`config.mk`:
```
export PLATFORM = sky130hd
export DESIGN_NAME = bpht_ram
export DESIGN_NICKNAME = d
export VERILOG_FILES = /design/src/sv/bpht_ram.sv
export SDC_FILE = /design/constraint.sdc
export NUM_CORES = 1
export LEC_CHECK = 0
export BUFFER_PORTS_ARGS = -buffer_cell sky130_fd_sc_hd__buf_2
export CAP_MARGIN = 20
export CORE_UTILIZATION = 55
export CTS_BUF_LIST = sky130_fd_sc_hd__clkbuf_4
export CTS_CLUSTER_DIAMETER = 120
export DETAILED_ROUTE_END_ITERATION = 12
export PLACE_DENSITY = 0.79
export SETUP_SLACK_MARGIN = 0.4
export SLEW_MARGIN = 20
export SYNTH_ARGS = -nofsm -noshare
export SYNTH_HDL_FRONTEND = slang
export SYNTH_SLANG_ARGS = --single-unit
```
`constraint.sdc`:
```
create_clock -name clk -period 1.95 [get_ports clk]
set_input_delay 0.195 -clock clk [delete_from_list [all_inputs] [get_ports clk]]
set_output_delay 0.195 -clock clk [all_outputs]
set_load 0.02 [all_outputs]
```
`src/sv/bpht_ram.sv`:
```
// generic single write port ram with registered read
module bpht_ram #(
	parameter int unsigned WIDTH = 8,
	parameter int unsigned DEPTH = 16
) (
	input  logic                     clk,
	input  logic                     we,
	input  logic [$clog2(DEPTH)-1:0] waddr,
	input  logic [WIDTH-1:0]         wdata,
	input  logic [$clog2(DEPTH)-1:0] raddr,
	output logic [WIDTH-1:0]         rdata
);

	logic [WIDTH-1:0] mem_q [DEPTH];

	always_ff @(posedge clk) begin
		if (we) begin
			mem_q[waddr] <= wdata;
		end
		rdata <= mem_q[raddr];
	end

endmodule

```
Word level (Yosys, flattened, before mapping)

Memory sizes are Yosys's and may differ from the RTL's. A register that Yosys moved wholly into a read port is not among the register bits.
Cells that the tools add are included.
W data, S select, Z words.

Register bits: 0
Memory bits (writable): 128
Input port bits: 18
Output and inout port bits: 8
Logic and storage cells: 3
Memories kept: 1

Muxes and demuxes: 2

Memories:

| name  | depth | width | rd ports | clocked after Yosys merged registers in | write ports | line | RTL |
|---|---|---|---|---|---|---|---|
| mem_q | 16    | 8     | 1        | 1                                       | 1           | 14   | `logic [WIDTH-1:0] mem_q [DEPTH];` |

Operators with widths:

| kind    | count |
|---|---|
| $mux W1 | 2 |

Depth between registers and ports, before layout

Depth in word-level cells: 2
Mapped depth: 5
Gate-level depth less buffers: 3

Least setup slack after synthesis

OpenSTA, ideal clock, no wires.

Path type: input to register
Start point: input waddr[2]
End point: memory mem_q[0][0] (enable)
Setup time: 0.383 ns
Arrival: 1.305 ns
Required time: 1.567 ns
Setup slack: 0.262 ns
Cell stages on the path: 2
Path through: or3b_2 > nor3_1

RTL lines:

| item            | line | RTL |
|---|---|---|
| start, declared | 8    | `input logic [$clog2(DEPTH)-1:0] waddr,` |
| end, declared   | 14   |  |

No word-level cell before the write port.

==> impl_metrics.json <==
{
  "track_usage": 0.207,
  "clk_pin_slew_worst_paths_ps": 110,
  "die_x_um": 98.7,
  "synthDistinctLibCells": 19,
  "initial_core_util": 0.579,
  "crit_start": "mem_q[9][6]",
  "fin_total_pwr_mw": 5.59,
  "drc_errors": 0,
  "place_congestion": 0.727,
  "ys_seq_elements": 136,
  "fin_skew_ps": 16.1,
  "synthCells": 229,
  "holdPathStages": 1,
  "routedWlPerCell_um": 22.0,
  "post-route-min-period_ps": 1360,
  "netlist_area_um2": 5150,
  "synth-seq-area-share": 0.778,
  "syn_avg_cell_area_um2": 22.5,
  "final_cell_area_um2": 5850,
  "placed_area_um2": 5520,
  "synth_warnings": 0,
  "cts_max_path_buffers": 2,
  "dr.first_iter.drc_count": 151,
  "die_y_um": 98.7,
  "grt_pass1_wl_um": 14000,
  "cp_max_fo": 1,
  "cts_made_buffers": 17,
  "cts.sinks": 136,
  "postCtsHoldBufs": 0,
  "layout.cells.most_common": "edfxtp_1",
  "row_count": 34,
  "setup_viol": 0,
  "drtPass1Iterations": 4,
  "vias": 2397,
  "synth_fp_nets": 247,
  "die_area_um2": 9750,
  "post_drt_via_cell_ratio": 5.92,
  "p_leak_nw": 1.99,
  "reg2reg_depth": 3,
  "port_buffers": 25,
  "dp_hpwl_um": 5940,
  "peakVddDrop_v": 0.000406,
  "required_ps": 2320,
  "status": "finished, final reports clean",
  "relSlewSlack": 0.512,
  "core_area_um2": 8890,
  "powerDensity_nw_per_um2": 957,
  "grt_pass1_vias": 2505,
  "antenna_left": 0,
  "area_growth_pct": 13.6,
  "grt_max_degree": 33,
  "cap_violations": 0,
  "root_buffer": "clkbuf_4",
  "clock_latency_ps": 490,
  "drive_gt1_frac": 0.327,
  "post_cts_resize_count": 0,
  "post-route-util": 0.658,
  "fin_nets": 302,
  "maxSlewViolCount": 0,
  "hold_viol": 0,
  "overflow": 0,
  "ios": 26,
  "critical_path_class": "flop to flop",
  "cp-end-kind": "flop",
  "antenna_found_initial": 0,
  "hold_class": "input pin to flop",
  "htree_levels": 4,
  "cts_tree": "built",
  "fmax_ghz": 0.734,
  "start_kind": "flop",
  "arrival_ps": 1730,
  "nFillCells": 574,
  "fin_crit_sh": 0.699,
  "final_cell_mix": "edfxtp_1, buf_2, clkbuf_4",
  "worstReg2RegStart": "mem_q[9][6]",
  "worstMarginPinSlew_ps": 729,
  "post_cts_buffers": 0,
  "finalWirelength_um": 8920,
  "worstHoldStart": "wdata[3]",
  "whs_ps": 75.0,
  "rsz0062_at_grt": "no",
  "fin_setup_tns_ps": 0,
  "antenna_cells": 0
}
## state kept, by name, summed over array words and instances, names as in the netlist
name and flops:
rdata 8, mem_q 128
## worst paths after layout
kind	slack [ps]	to
max reg2reg	590	rdata[6]
min	70	mem_q[12][3]
min reg2reg	690	rdata[4]
max	590	rdata[6]
## synthesized netlist by cell type
cell             instances  area, um2
nand2_1                  9       33.8
buf_4                    1       7.51
buf_6                    3       33.8
dfxtp_1                  8        160
and2_1                   1       6.26
nand3_1                  1       5.00
mux4_2                  18        405
buf_2                    3       15.0
clkdlybuf4s25_2          3       30.0
nor2_1                  13       48.8
nor3_1                   4       20.0
and2b_1                  1       7.51
a22oi_1                 16        120
nor2b_1                  1       6.26
nand3b_1                 2       15.0
nand2b_1                 2       12.5
mux4_1                  14        368
edfxtp_1               128       3840
or3b_2                   1       8.76
## power breakdown
group	total (mW)	switching [mW]	internal, mW
clock network	1.99	0.929	1.06
registers	3.28	0.0207	3.26
logic	0.321	0.184	0.137
## cells by family after synthesis
| kind of cell | Yosys count | synth area share |
|---|---|---|
| simple gates | 35 | 0.0318 |
| mux | 32 | 0.150 |
| buf+inv | 10 | 0.0168 |
| compound gates | 16 | 0.0233 |
| flops | 136 | 0.778 |
## per-stage QoR
stage          std cells  setup WS (ps)
2_1_floorplan        229            489
4_1_cts              405            567
5_1_grt              405            492
6_report             405            588
3_5_place_dp         373            220
3_3_place_gp         373            261
## worst max-delay path: stages, from the launching register on
cell,delay [ps]
edfxtp_1,390
mux4_2,470
a22oi_1,290
nand2_1,110
## routing by layer
metal,GRT usage,share of wire
met5,0,0
met4,0.0896,0.0098
met3,0.0482,0.060
met2,0.330,0.52
met1,0.279,0.41
## cell type report
class | instances | area, um2 | share of cell area
Sequential cell | 136 | 4000 | 0.685
Multi-Input combinational cell | 83 | 1060 | 0.182
Timing Repair Buffer | 46 | 320 | 0.0548
Clock inverter | 12 | 176 | 0.0302
Clock buffer | 20 | 150 | 0.0257
Tap cell | 108 | 135 | 0.0231
(Power assumes the default switching activity.)
